--- src/rtl/core/pbm_pkg.sv ---
package pbm_pkg;

    // Largest accepted image width or height.
    localparam int MAX_DIM = 4096;

    // Command queue between the parser and the pixel expander.
    localparam int FIFO_DEPTH = 4;
    localparam int FIFO_AW    = $clog2(FIFO_DEPTH);
    localparam int FIFO_CW    = $clog2(FIFO_DEPTH + 1);

    // Result kinds, also used as queue command codes.
    typedef enum logic [1:0] {
        KIND_PIXEL  = 2'd0,
        KIND_HEADER = 2'd1,
        KIND_ERROR  = 2'd2
    } kind_t;

    typedef enum logic [2:0] {
        ERR_NONE       = 3'd0,
        ERR_LEAD_SPACE = 3'd1,
        ERR_BAD_MAGIC  = 3'd2,
        ERR_BAD_NUMBER = 3'd3,
        ERR_RANGE      = 3'd4,
        ERR_EARLY_END  = 3'd5
    } err_code_t;

    typedef enum logic [2:0] {
        PH_MAGIC_WAIT = 3'd0,
        PH_MAGIC      = 3'd1,
        PH_W_WAIT     = 3'd2,
        PH_W          = 3'd3,
        PH_H_WAIT     = 3'd4,
        PH_H          = 3'd5,
        PH_DATA       = 3'd6,
        PH_HALT       = 3'd7
    } phase_t;

    // Progress of a decimal size token.
    typedef enum logic [2:0] {
        NS_NONE   = 3'd0,
        NS_DIGITS = 3'd1,
        NS_DONE   = 3'd2,
        NS_OVER   = 3'd3,
        NS_NODIG  = 3'd4
    } num_status_t;

    typedef struct packed {
        num_status_t status;
        logic [12:0] value;
    } num_t;

    // One queued command: a data byte to unpack, a header or an error.
    typedef struct packed {
        kind_t       op;
        logic [7:0]  data;
        logic [11:0] col;
        logic [11:0] row;
        logic [3:0]  count;
        logic        done;
        logic [12:0] wd;
        logic [12:0] ht;
        err_code_t   err;
    } pbm_cmd_t;

endpackage

--- src/rtl/core/pbm_front.sv ---
module pbm_front
    import pbm_pkg::*;
(
    input  logic       clk,
    input  logic       rst_n,
    input  logic       in_valid,
    output logic       in_ready,
    input  logic [7:0] byte_value,
    input  logic       stream_end,
    input  logic       fifo_full,
    output logic       push,
    output pbm_cmd_t   push_cmd
);

    phase_t      phase_reg, phase_next;
    logic [7:0]  magic_first_reg, magic_first_next;
    logic [7:0]  magic_second_reg, magic_second_next;
    logic [1:0]  token_length_reg, token_length_next;
    num_t        num_reg, num_next;
    logic [12:0] width_reg, width_next;
    logic [12:0] height_reg, height_next;
    logic [11:0] col_reg, col_next;
    logic [11:0] row_reg, row_next;

    logic        accept;
    logic        ws;
    logic        bad_magic;
    num_t        num_taken;
    num_t        num_first;
    err_code_t   num_err;
    logic [12:0] left;
    logic [3:0]  n;
    logic        row_ends;
    logic        last_row;

    // Adds one byte of a size token to the running value.
    function automatic num_t take_char(num_t cur, logic [7:0] b);
        num_t        r;
        logic [15:0] v;
        r = cur;
        v = {cur.value, 3'b000} + {2'b00, cur.value, 1'b0} + {12'd0, b[3:0]};
        if (cur.status == NS_NONE || cur.status == NS_DIGITS) begin
            if (b >= 8'd48 && b <= 8'd57) begin
                if (v > 16'(MAX_DIM)) begin
                    r.status = NS_OVER;
                end
                else begin
                    r.value  = v[12:0];
                    r.status = NS_DIGITS;
                end
            end
            else begin
                r.status = (cur.status == NS_DIGITS) ? NS_DONE : NS_NODIG;
            end
        end
        return r;
    endfunction

    // Halted input is taken and dropped; otherwise wait for queue room.
    assign in_ready = (phase_reg == PH_HALT) || !fifo_full;
    assign accept   = in_valid && in_ready;

    assign ws = (byte_value >= 8'd9 && byte_value <= 8'd13) || byte_value == 8'd32;
    assign bad_magic = token_length_reg != 2'd2 || magic_second_reg != 8'd52 ||
                       (magic_first_reg != 8'd80 && magic_first_reg != 8'd112);

    assign num_taken = take_char(num_reg, byte_value);
    assign num_first = take_char('{status: NS_NONE, value: 13'd0}, byte_value);

    // Verdict on a finished size token.
    always_comb
    begin
        if (num_reg.status == NS_NONE || num_reg.status == NS_NODIG) begin
            num_err = ERR_BAD_NUMBER;
        end
        else if (num_reg.status == NS_OVER || num_reg.value == 13'd0) begin
            num_err = ERR_RANGE;
        end
        else begin
            num_err = ERR_NONE;
        end
    end

    // Pixels left in the current row and what this byte covers.
    assign left     = (width_reg > {1'b0, col_reg}) ? width_reg - {1'b0, col_reg} : 13'd0;
    assign n        = (left < 13'd8) ? left[3:0] : 4'd8;
    assign row_ends = ({1'b0, col_reg} + 13'(n)) >= width_reg;
    assign last_row = ({1'b0, row_reg} + 13'd1) >= height_reg;

    // Header parser and data byte classification.
    always_comb
    begin
        phase_next        = phase_reg;
        magic_first_next  = magic_first_reg;
        magic_second_next = magic_second_reg;
        token_length_next = token_length_reg;
        num_next          = num_reg;
        width_next        = width_reg;
        height_next       = height_reg;
        col_next          = col_reg;
        row_next          = row_reg;
        push              = 1'b0;
        push_cmd          = '{op: KIND_ERROR, data: byte_value, col: col_reg,
                              row: row_reg, count: 4'd1, done: 1'b0, wd: 13'd0,
                              ht: 13'd0, err: ERR_NONE};
        if (accept && phase_reg != PH_HALT) begin
            if (stream_end) begin
                push         = 1'b1;
                push_cmd.err = ERR_EARLY_END;
                phase_next   = PH_HALT;
            end
            else begin
                unique case (phase_reg)
                    PH_MAGIC_WAIT:
                    begin
                        if (ws) begin
                            push         = 1'b1;
                            push_cmd.err = ERR_LEAD_SPACE;
                            phase_next   = PH_HALT;
                        end
                        else begin
                            magic_first_next  = byte_value;
                            token_length_next = 2'd1;
                            phase_next        = PH_MAGIC;
                        end
                    end
                    PH_MAGIC:
                    begin
                        if (!ws) begin
                            if (token_length_reg == 2'd1) begin
                                magic_second_next = byte_value;
                                token_length_next = 2'd2;
                            end
                            else begin
                                token_length_next = 2'd3;
                            end
                        end
                        else if (bad_magic) begin
                            push         = 1'b1;
                            push_cmd.err = ERR_BAD_MAGIC;
                            phase_next   = PH_HALT;
                        end
                        else begin
                            phase_next = PH_W_WAIT;
                        end
                    end
                    PH_W_WAIT, PH_H_WAIT:
                    begin
                        if (!ws) begin
                            num_next   = num_first;
                            phase_next = (phase_reg == PH_W_WAIT) ? PH_W : PH_H;
                        end
                    end
                    PH_W, PH_H:
                    begin
                        if (!ws) begin
                            num_next = num_taken;
                        end
                        else if (num_err != ERR_NONE) begin
                            push         = 1'b1;
                            push_cmd.err = num_err;
                            phase_next   = PH_HALT;
                        end
                        else if (phase_reg == PH_W) begin
                            width_next = num_reg.value;
                            num_next   = '{status: NS_NONE, value: 13'd0};
                            phase_next = PH_H_WAIT;
                        end
                        else begin
                            height_next  = num_reg.value;
                            num_next     = '{status: NS_NONE, value: 13'd0};
                            col_next     = 12'd0;
                            row_next     = 12'd0;
                            phase_next   = PH_DATA;
                            push         = 1'b1;
                            push_cmd.op  = KIND_HEADER;
                            push_cmd.wd  = width_reg;
                            push_cmd.ht  = num_reg.value;
                        end
                    end
                    PH_DATA:
                    begin
                        if (n == 4'd0) begin
                            phase_next = PH_HALT;
                        end
                        else begin
                            push           = 1'b1;
                            push_cmd.op    = KIND_PIXEL;
                            push_cmd.count = n;
                            push_cmd.done  = row_ends && last_row;
                            if (row_ends) begin
                                col_next = 12'd0;
                                if (last_row) begin
                                    phase_next = PH_HALT;
                                end
                                else begin
                                    row_next = row_reg + 12'd1;
                                end
                            end
                            else begin
                                col_next = col_reg + 12'(n);
                            end
                        end
                    end
                    default:
                    begin
                        phase_next = PH_HALT;
                    end
                endcase
            end
        end
    end

    // Parser state.
    always_ff @(posedge clk or negedge rst_n)
    begin
        if (!rst_n) begin
            phase_reg        <= PH_MAGIC_WAIT;
            magic_first_reg  <= 8'd0;
            magic_second_reg <= 8'd0;
            token_length_reg <= 2'd0;
            num_reg          <= '{status: NS_NONE, value: 13'd0};
            width_reg        <= 13'd0;
            height_reg       <= 13'd0;
            col_reg          <= 12'd0;
            row_reg          <= 12'd0;
        end
        else begin
            phase_reg        <= phase_next;
            magic_first_reg  <= magic_first_next;
            magic_second_reg <= magic_second_next;
            token_length_reg <= token_length_next;
            num_reg          <= num_next;
            width_reg        <= width_next;
            height_reg       <= height_next;
            col_reg          <= col_next;
            row_reg          <= row_next;
        end
    end

endmodule

--- src/rtl/core/pbm_cmd_fifo.sv ---
module pbm_cmd_fifo
    import pbm_pkg::*;
(
    input  logic     clk,
    input  logic     rst_n,
    input  logic     push,
    input  pbm_cmd_t push_cmd,
    output logic     full,
    input  logic     pop,
    output logic     head_valid,
    output pbm_cmd_t head_cmd
);

    pbm_cmd_t             entry_reg [FIFO_DEPTH];
    logic [FIFO_AW-1:0]   wr_ptr_reg;
    logic [FIFO_AW-1:0]   rd_ptr_reg;
    logic [FIFO_CW-1:0]   count_reg, count_next;

    assign full       = count_reg == FIFO_CW'(FIFO_DEPTH);
    assign head_valid = count_reg != '0;
    assign head_cmd   = entry_reg[rd_ptr_reg];

    // Occupancy follows push and pop.
    always_comb
    begin
        count_next = count_reg;
        if (push && !pop) begin
            count_next = count_reg + 1'b1;
        end
        else if (pop && !push) begin
            count_next = count_reg - 1'b1;
        end
    end

    // Pointers and occupancy.
    always_ff @(posedge clk or negedge rst_n)
    begin
        if (!rst_n) begin
            wr_ptr_reg <= '0;
            rd_ptr_reg <= '0;
            count_reg  <= '0;
        end
        else begin
            if (push) begin
                wr_ptr_reg <= wr_ptr_reg + 1'b1;
            end
            if (pop) begin
                rd_ptr_reg <= rd_ptr_reg + 1'b1;
            end
            count_reg <= count_next;
        end
    end

    // Command storage.
    always_ff @(posedge clk)
    begin
        if (push) begin
            entry_reg[wr_ptr_reg] <= push_cmd;
        end
    end

    a_no_overflow: assert property (@(posedge clk) disable iff (!rst_n)
        push |-> !full)
        else $error("command pushed into a full queue");

    a_no_underflow: assert property (@(posedge clk) disable iff (!rst_n)
        pop |-> head_valid)
        else $error("command popped from an empty queue");

endmodule

--- src/rtl/core/pbm_back.sv ---
module pbm_back
    import pbm_pkg::*;
(
    input  logic        clk,
    input  logic        rst_n,
    input  logic        cmd_valid,
    input  pbm_cmd_t    cmd,
    output logic        pop,
    output logic        out_valid,
    input  logic        out_ready,
    output logic [1:0]  kind,
    output logic        pixel,
    output logic [11:0] column,
    output logic [11:0] row,
    output logic [12:0] width,
    output logic [12:0] height,
    output logic [2:0]  error_code,
    output logic        last,
    output logic        image_done
);

    logic        out_valid_reg;
    logic [2:0]  idx_reg;
    kind_t       kind_reg;
    logic        pixel_reg;
    logic [11:0] column_reg;
    logic [11:0] row_reg;
    logic [12:0] width_reg;
    logic [12:0] height_reg;
    err_code_t   err_reg;
    logic        last_reg;
    logic        done_reg;

    logic        load;
    logic        elem_last;
    logic        is_pixel;

    // A new beat enters the output register when it is empty or being taken.
    assign load      = cmd_valid && (!out_valid_reg || out_ready);
    assign elem_last = ({1'b0, idx_reg} + 4'd1) == cmd.count;
    assign pop       = load && elem_last;
    assign is_pixel  = cmd.op == KIND_PIXEL;

    // Beat index within the current command.
    always_ff @(posedge clk or negedge rst_n)
    begin
        if (!rst_n) begin
            out_valid_reg <= 1'b0;
            idx_reg       <= 3'd0;
        end
        else begin
            if (load) begin
                out_valid_reg <= 1'b1;
                idx_reg       <= elem_last ? 3'd0 : idx_reg + 3'd1;
            end
            else if (out_ready) begin
                out_valid_reg <= 1'b0;
            end
        end
    end

    // Result payload.
    always_ff @(posedge clk)
    begin
        if (load) begin
            kind_reg   <= cmd.op;
            pixel_reg  <= is_pixel ? cmd.data[3'd7 - idx_reg] : 1'b0;
            column_reg <= is_pixel ? cmd.col + 12'(idx_reg) : 12'd0;
            row_reg    <= is_pixel ? cmd.row : 12'd0;
            width_reg  <= cmd.wd;
            height_reg <= cmd.ht;
            err_reg    <= cmd.err;
            last_reg   <= elem_last;
            done_reg   <= elem_last && cmd.done;
        end
    end

    assign out_valid  = out_valid_reg;
    assign kind       = kind_reg;
    assign pixel      = pixel_reg;
    assign column     = column_reg;
    assign row        = row_reg;
    assign width      = width_reg;
    assign height     = height_reg;
    assign error_code = err_reg;
    assign last       = last_reg;
    assign image_done = done_reg;

    a_idx_in_range: assert property (@(posedge clk) disable iff (!rst_n)
        cmd_valid |-> ({1'b0, idx_reg} < cmd.count))
        else $error("beat index past command length");

    a_single_beat: assert property (@(posedge clk) disable iff (!rst_n)
        (load && !is_pixel) |-> pop)
        else $error("header or error command spans more than one beat");

endmodule

--- src/rtl/core/pbm_p4_stream_decoder.sv ---
// The first result of a byte is registered twice: into the command queue when the byte is
// accepted, then into the output register when the queue head is loaded.
// One result beat per cycle while commands are queued and out_ready holds; the expander
// sends one pixel of a data byte (up to 8) per beat.
// Header bytes are taken one per cycle; input stalls only while the 4-entry queue is full.
// Reset (rst_n, asynchronous): parser awaits the magic token and the queue is empty.
module pbm_p4_stream_decoder
    import pbm_pkg::*;
(
    input  logic        clk,
    input  logic        rst_n,
    input  logic        in_valid,
    output logic        in_ready,
    input  logic [7:0]  byte_value,
    input  logic        stream_end,
    output logic        out_valid,
    input  logic        out_ready,
    output logic [1:0]  kind,
    output logic        pixel,
    output logic [11:0] column,
    output logic [11:0] row,
    output logic [12:0] width,
    output logic [12:0] height,
    output logic [2:0]  error_code,
    output logic        last,
    output logic        image_done
);

    logic     fifo_full;
    logic     push;
    pbm_cmd_t push_cmd;
    logic     pop;
    logic     head_valid;
    pbm_cmd_t head_cmd;

    // Header parser and byte classifier.
    pbm_front u_front (
        .clk        (clk),
        .rst_n      (rst_n),
        .in_valid   (in_valid),
        .in_ready   (in_ready),
        .byte_value (byte_value),
        .stream_end (stream_end),
        .fifo_full  (fifo_full),
        .push       (push),
        .push_cmd   (push_cmd)
    );

    // Command queue.
    pbm_cmd_fifo u_fifo (
        .clk        (clk),
        .rst_n      (rst_n),
        .push       (push),
        .push_cmd   (push_cmd),
        .full       (fifo_full),
        .pop        (pop),
        .head_valid (head_valid),
        .head_cmd   (head_cmd)
    );

    // Pixel expander and output register.
    pbm_back u_back (
        .clk        (clk),
        .rst_n      (rst_n),
        .cmd_valid  (head_valid),
        .cmd        (head_cmd),
        .pop        (pop),
        .out_valid  (out_valid),
        .out_ready  (out_ready),
        .kind       (kind),
        .pixel      (pixel),
        .column     (column),
        .row        (row),
        .width      (width),
        .height     (height),
        .error_code (error_code),
        .last       (last),
        .image_done (image_done)
    );

endmodule

--- config.mk ---
export PLATFORM = sky130hd
export DESIGN_NAME = pbm_p4_stream_decoder
export DESIGN_NICKNAME = d
export VERILOG_FILES = /design/src/rtl/core/pbm_pkg.sv /design/src/rtl/core/pbm_front.sv /design/src/rtl/core/pbm_cmd_fifo.sv /design/src/rtl/core/pbm_back.sv /design/src/rtl/core/pbm_p4_stream_decoder.sv
export SDC_FILE = /design/constraint.sdc
export NUM_CORES = 1
export LEC_CHECK = 0
export ABC_AREA = 1
export ABC_CLOCK_PERIOD_IN_PS = 13200
export BUFFER_PORTS_ARGS = -buffer_cell sky130_fd_sc_hd__buf_2
export CORE_MARGIN = 10
export CORE_UTILIZATION = 55
export CTS_BUF_LIST = sky130_fd_sc_hd__clkbuf_16
export DETAILED_ROUTE_END_ITERATION = 6
export PLACE_DENSITY = 0.73
export SLEW_MARGIN = 15
export SYNTH_ARGS = -nofsm -noshare
export SYNTH_HDL_FRONTEND = slang
export SYNTH_SLANG_ARGS = --single-unit
--- constraint.sdc ---
create_clock -name clk -period 13.2 [get_ports clk]
set_clock_uncertainty 0.2 [all_clocks]
set_input_delay 3.96 -clock clk [delete_from_list [all_inputs] [get_ports clk]]
set_output_delay 3.96 -clock clk [all_outputs]
set_load 0.05 [all_outputs]
# After elaboration in Yosys (flattened, before gate mapping)
# Memory sizes are Yosys's and may differ from the RTL's.
# Index checks and enable logic that the tools add are counted.
dict set report totals {
  regBits 156
  in_bits 13
  elab_cells 224
  output_inout_bits 60
  memories 1
  mem_bits_rw 272
}
# memory words word_bits read_ports rd_clocked_by_memory_dff write_ports line_no
set mem_list {}
lappend mem_list {u_fifo.entry_reg 4 68 1 0 1 pbm_cmd_fifo.sv:14} ;# pbm_cmd_t entry_reg [FIFO_DEPTH];
dict set report op_classes {
  muxes 85
  add_sub_neg 15
  eq_ne 37
  n_bitwise 4
  order_cmp 11
  reduce_logical 47
}
# cell n
set op_table {}
lappend op_table {{12-bit 2-to-1 mux} 8}
lappend op_table {{26-bit 2-to-1 mux} 3}
lappend op_table {{3-bit 2-to-1 mux} 22}
lappend op_table {{16-bit 2-to-1 mux} 4}
lappend op_table {{12-bit one-hot mux with 2 select lines} 2}
lappend op_table {{13-bit 2-to-1 mux} 3}
lappend op_table {{34-bit 2-to-1 mux} 1}
lappend op_table {{16-bit one-hot mux with 2 select lines} 1}
lappend op_table {{31-bit 2-to-1 mux} 1}
lappend op_table {{29-bit 2-to-1 mux} 1}
lappend op_table {{13-bit greater-or-equal comparator} 2}
lappend op_table {{2-bit 2-to-1 mux} 12}
lappend op_table {{6-bit AND reduction} 4}
lappend op_table {{3-bit == test (second input constant)} 6}
lappend op_table {{16-bit by 14-bit adder with 16-bit output} 1}
lappend op_table {{16-bit by 4-bit adder with 16-bit output} 1}
lappend op_table {{16-bit by 13-bit greater-than comparator with 1-bit output (second input constant)} 1}
lappend op_table {{1-bit 2-to-1 mux} 16}
lappend op_table {{2-bit inequality test (second input constant)} 8}
lappend op_table {{8-bit by 7-bit inequality test with 1-bit output (second input constant)} 2}
lappend op_table {{3-bit one-hot mux with 5 select lines} 1}
lappend op_table {{12-bit by 1-bit adder with 13-bit output (second input constant)} 1}
lappend op_table {{12-bit by 4-bit adder with 13-bit output} 1}
lappend op_table {{13-bit by 12-bit greater-than comparator with 1-bit output} 1}
lappend op_table {{49 further kinds} 96}

# Longest topological paths before layout
dict set report depth {
  depth_word 14
  depth_mapped 37
  mapped_depth_nobuf 36
}

# By module
# From an unflattened synthesis, not the netlist that was laid out.
dict set report unflattened {
  cells_unflattened 2148
  hier_area_um2 21176.6
}
# mod n_inst seq_area_each_um2 cells_each area_per_inst_um2
set by_module_without_submodules {}
lappend by_module_without_submodules {pbm_cmd_fifo 1 8343.0 842 11116.9}
lappend by_module_without_submodules {pbm_front 1 2152.1 1071 7422.1}
lappend by_module_without_submodules {pbm_back 1 1841.8 235 2637.5}

# Worst setup path before layout
# No wires, ideal clock.
dict set report synth_timing {
  kind {input port to flip-flop}
  from {in byte_value[2]}
  to {mem u_fifo.entry_reg[0][0] (netlist name), enable pin}
  setup_slack_ns 4.630
  required_time_ns 12.506
  t_arrival_ns 7.876
  setup_time_ns 0.494
  cell_stages 11
  cell_sequence {nor3_2 a21oi_1 nor3_2 nand2_1 inv_2 nand3_1 nand2_1 inv_1 nand3_1 nand2_2 nor2_1}
}
dict set report synth_between {
  elab_chain_len 9
  elab_cells_between_ends 13
  cone_classes {order compare (2); eq/ne (1); mux (8); reduce/logical (2)}
}
# item line_no
set synth_rtl {}
lappend synth_rtl {{start, declared} pbm_p4_stream_decoder.sv:14} ;# input logic [7:0] byte_value,
lappend synth_rtl {{8-bit by 4-bit greater-or-equal comparator with 1-bit output or 8-bit by 4-bit less-or-equal comparator with 1-bit output (tied branches)} pbm_front.sv:63} ;# assign ws = (byte_value >= 8'd9 && byte_value <= 8'd13) || byte_value == 8'd32;
lappend synth_rtl {{1-bit logical AND} pbm_front.sv:63}
lappend synth_rtl {{1-bit logical OR (*)} pbm_front.sv:63}
lappend synth_rtl {{1-bit 2-to-1 mux, on equally long branches} {pbm_front.sv:156, pbm_front.sv:116, pbm_front.sv:129}}
lappend synth_rtl {{1-bit one-hot mux with 4 select lines (*)} pbm_front.sv:113} ;# unique case (phase_reg)
lappend synth_rtl {{1-bit 2-to-1 mux (*)} pbm_front.sv:107} ;# if (stream_end) begin
lappend synth_rtl {{1-bit 2-to-1 mux (*)} pbm_front.sv:106} ;# if (accept && phase_reg != PH_HALT) begin
lappend synth_rtl {{1-bit 2-to-1 mux (*)} pbm_cmd_fifo.sv:57} ;# if (push) begin
lappend synth_rtl {{1-bit 2-to-1 mux (not written as such) (*)} pbm_cmd_fifo.sv:58} ;# entry_reg[wr_ptr_reg] <= push_cmd;
lappend synth_rtl {{end, declared} pbm_cmd_fifo.sv:14}
# Mark *: on every way between the ends. The rest lies on a longest branch, timed or not.

# Worst setup path after layout
dict set report layout_timing {
  from {in byte_value[3]}
  to {reg u_front.num_reg[1] (netlist name)}
}
dict set report layout_between {
  elab_chain_len 5
  elab_cells_between_ends 22
  cone_classes {add/sub (1); order compare (6); eq/ne (6); mux (5); reduce/logical (4)}
}
# item line_no
set layout_rtl {}
lappend layout_rtl {{parallel branches: the longest is 5 deep, another holds 16-bit by 4-bit adder with 16-bit output} n/a}
lappend layout_rtl {{end signal, assigned} pbm_front.sv:222} ;# num_reg <= '{status: NS_NONE, value: 13'd0};
lappend layout_rtl {{end signal, assigned} pbm_front.sv:233} ;# num_reg <= num_next;
lappend layout_rtl {{end, declared} pbm_front.sv:19} ;# num_t num_reg, num_next;
# Several ways; the timed one is not identified. The select of a mux whose other input is x is not followed.
# A chain may end at the register's enable or synchronous reset.

==> flow_metrics.tcl <==
set metrics [dict create \
    n_antenna_cell 0 \
    crit_type "input pin to flip-flop" \
    die_area_um2 44600 \
    drtAntennaViolNets 0 \
    crit_chain "buf_2 > fa_1 > inv_1 > fa_1 > o31ai_1 > nand2_1 > nand2_1 > nand2_1 > nand4_1 > nand4_1 > o21ai_2 > nand3_2 > nand2_1 > nand2_1" \
    start_util_pct 56.1 \
    cts_tree "built" \
    min_from "u_front.magic_first_reg[6]" \
    root_buffer "clkbuf_16" \
    grt_overflow 0 \
    syn_area_per_cell_um2 10.3 \
    routed_wl_um 47600 \
    clkSinkCount 427 \
    synth_cell_types 52 \
    synth_seq_cells 427 \
    largest_register_ffs 272 \
    cts_resized 0 \
    antenna_found_initial 0 \
    numCtsBuffers 44 \
    die_w_um 211 \
    worst_setup_path_end_kind "flip-flop" \
    worstPathRequired_ns 13.42 \
    cp_common_cell "nand2_1" \
    drt_pre_antenna_iters 7 \
    worstHoldPathType "flip-flop to flip-flop" \
    drive_gt1_share_pct 9.93 \
    dp_hpwl_um 30900 \
    drcViolationCount 0 \
    io_pins 73 \
    synth.cell_area_um2 20100 \
    place_ws_ns 5.72 \
    grt_pass1_wl_um 75300 \
    r2r_start "u_front.col_reg[0]" \
    total_power_mw 4.63 \
    nets 2099 \
    synthCells 1943 \
    ys_seq_area_share_pct 61.4 \
    slowest_stage "fa_1" \
    finalSetupViolCount 0 \
    rows 69 \
    vdd_drop_max_mv 0.116 \
    worstHoldEndpoint "u_front.magic_first_reg[6]" \
    max_freq_mhz 143 \
    drv_slew 0 \
    htree_num_levels 2 \
    syn2layout_area_growth_pct 11.1 \
    gp_congestion 0.919 \
    num_vias 14251 \
    layout_min_cycle_time_ns 6.97 \
    wire_per_inst_um 19.1 \
    power_density_nw_per_um2 207 \
    max_stage_delay_ns 0.57 \
    clock_latency_ns 0.55 \
    fin_util_pct 62.3 \
    crit_fanout 14 \
    worst_hold_path.num_cells 2 \
    rr_worst_depth 32 \
    cts_buffer_depth 3 \
    critPathArrivalTime_ns 7.19 \
    setup_tns_ns 0 \
    fin_ws_ns 6.23 \
    r2r-end "u_front.row_reg[10]" \
    fin_crit_sh_pct 52.8 \
    p_leak_nw 9.21 \
    max_cap_viol_count 0 \
    relSlewSlack_pct 31.6 \
    post_cts_buffers 0 \
    grt_usage_pct 21.3 \
    placed_cells 2418 \
    fp.dieH_um 211 \
    finalHoldViolCount 0 \
    hold_buffers 0 \
    synthesis.nets 2039 \
    r2r_setup_slack_ns 6.34 \
    grt_max_degree 73 \
    startpoint "byte_value[3]" \
    rsz0062_at_grt "false" \
    worst_slew_pin_slew_ns 1.03 \
    yosys_warnings 0 \
    path_clk_slew_ns 0.05 \
    status "finished, final reports clean" \
    grt_pass1_vias 14070 \
    drt-vias-per-instance 5.71 \
    core_um2 35800 \
    first_iter_violations 1162 \
    io_buffers 72 \
    startpoint_type "input pin" \
    stdcell_count 2496 \
]
worst max-delay path: cells and delay by family:
kind | cells | cell delay, ns
AO/OA/AOI/OAI | 2 | 0.86
adder cells (fa/ha/maj) | 2 | 1.04
buffers and inverters | 2 | 0.22
AND/OR/NAND/NOR | 8 | 1.11
layout by cell type, fill, tap and decap left out, types with 45 or more instances in the layout:
cell type	instances
buf_2	71
nor2_1	270
edfxtp_1	330
o21ai_0	184
dfrtp_1	95
inv_1	214
clkbuf_16	45
nand2_1	312
ha_1	77
nand3_1	54
a21oi_1	69
nand4_1	51
o22ai_1	48
final cells by class:
type	count	area (um2)
Fill cell	2801	13500
Sequential cell	427	12300
Multi-Input combinational cell	1234	6670
Clock buffer	45	1130
Inverter	213	801
Tap cell	461	577
Timing Repair Buffer	83	445
Clock inverter	33	370
power breakdown:
| group | internal (mW) | switching, mW |
|---|---|---|
| logic | 0.365 | 1.14 |
| registers | 1.72 | 0.123 |
| clock network | 0.790 | 0.495 |
cells in the mapped netlist, drive strengths merged:
library cell  number  share of area [%]
a211oi             7               0.26
a31oi              2              0.062
nor4b              1              0.044
nor2             281                5.3
a32oi              8               0.35
nor3b              1              0.037
and3               1              0.031
xor2              19               0.83
a221oi             1              0.044
ha                77                4.8
nand3             56                1.4
nand4             51                1.6
o22ai             48                1.5
dfrtp             97                 12
nor4               7               0.22
and2               1              0.031
o221ai             2              0.087
inv              213                4.0
o21ai            201                5.2
or2                4               0.12
o21bai            12               0.45
a22oi              1              0.037
mux2               1              0.056
edfxtp           330                 49
o211ai             4               0.15
buf               30               0.92
fa                 6               0.60
clkbuf            39               0.73
nand3b             3               0.11
a21oi             70                1.8
o31ai              3               0.11
o21a               6               0.22
nand2            326                6.4
xnor2              7               0.30
nor3              26               0.80
a21o               1              0.037
stage by stage:
step,hold slack (ns),area (um2)
after CTS,0.295,22300
after global routing,0.326,22300
after floorplan,0.253,20100
after global placement,0.272,20800
after detailed placement,0.281,20800
final,0.292,22300
worst max-delay path by stage:
stage	slack, ns	endpoint	cells past startpoint
finish	6.23	u_front.num_reg[1]	14
global route	5.77	u_front.row_reg[5]	32
CTS	6.27	u_front.num_reg[10]	14
detailed placement	5.72	u_front.num_reg[1]	14
global placement	5.81	u_front.num_reg[0]	14
floorplan	4.63	u_fifo.entry_reg[0][0]	11
cells by family (layout without fill, tap and decap cells):
logic type      count (synthesis)  in the layout  share of synthesized area [%]
xor+xnor                       26             26                           1.13
compound gates                366            366                           10.3
buf+inv                       282            374                           5.63
fa+ha+maj                      83             83                           5.39
simple gates                  758            758                           16.1
mux                             1              1                         0.0560
flops                         427            427                           61.4
routing by layer:
metal / vias to the layer above / global-route usage (%) / routed length (um)
met5: - / 0 / 0
met4: 0 / 6.77 / 1110
met3: 81 / 3.55 / 2920
met2: 450 / 36.1 / 23300
met1: 6892 / 27.3 / 20300
li1: 6828 / - / -
Note: power is estimated with default switching activity, not from simulation.
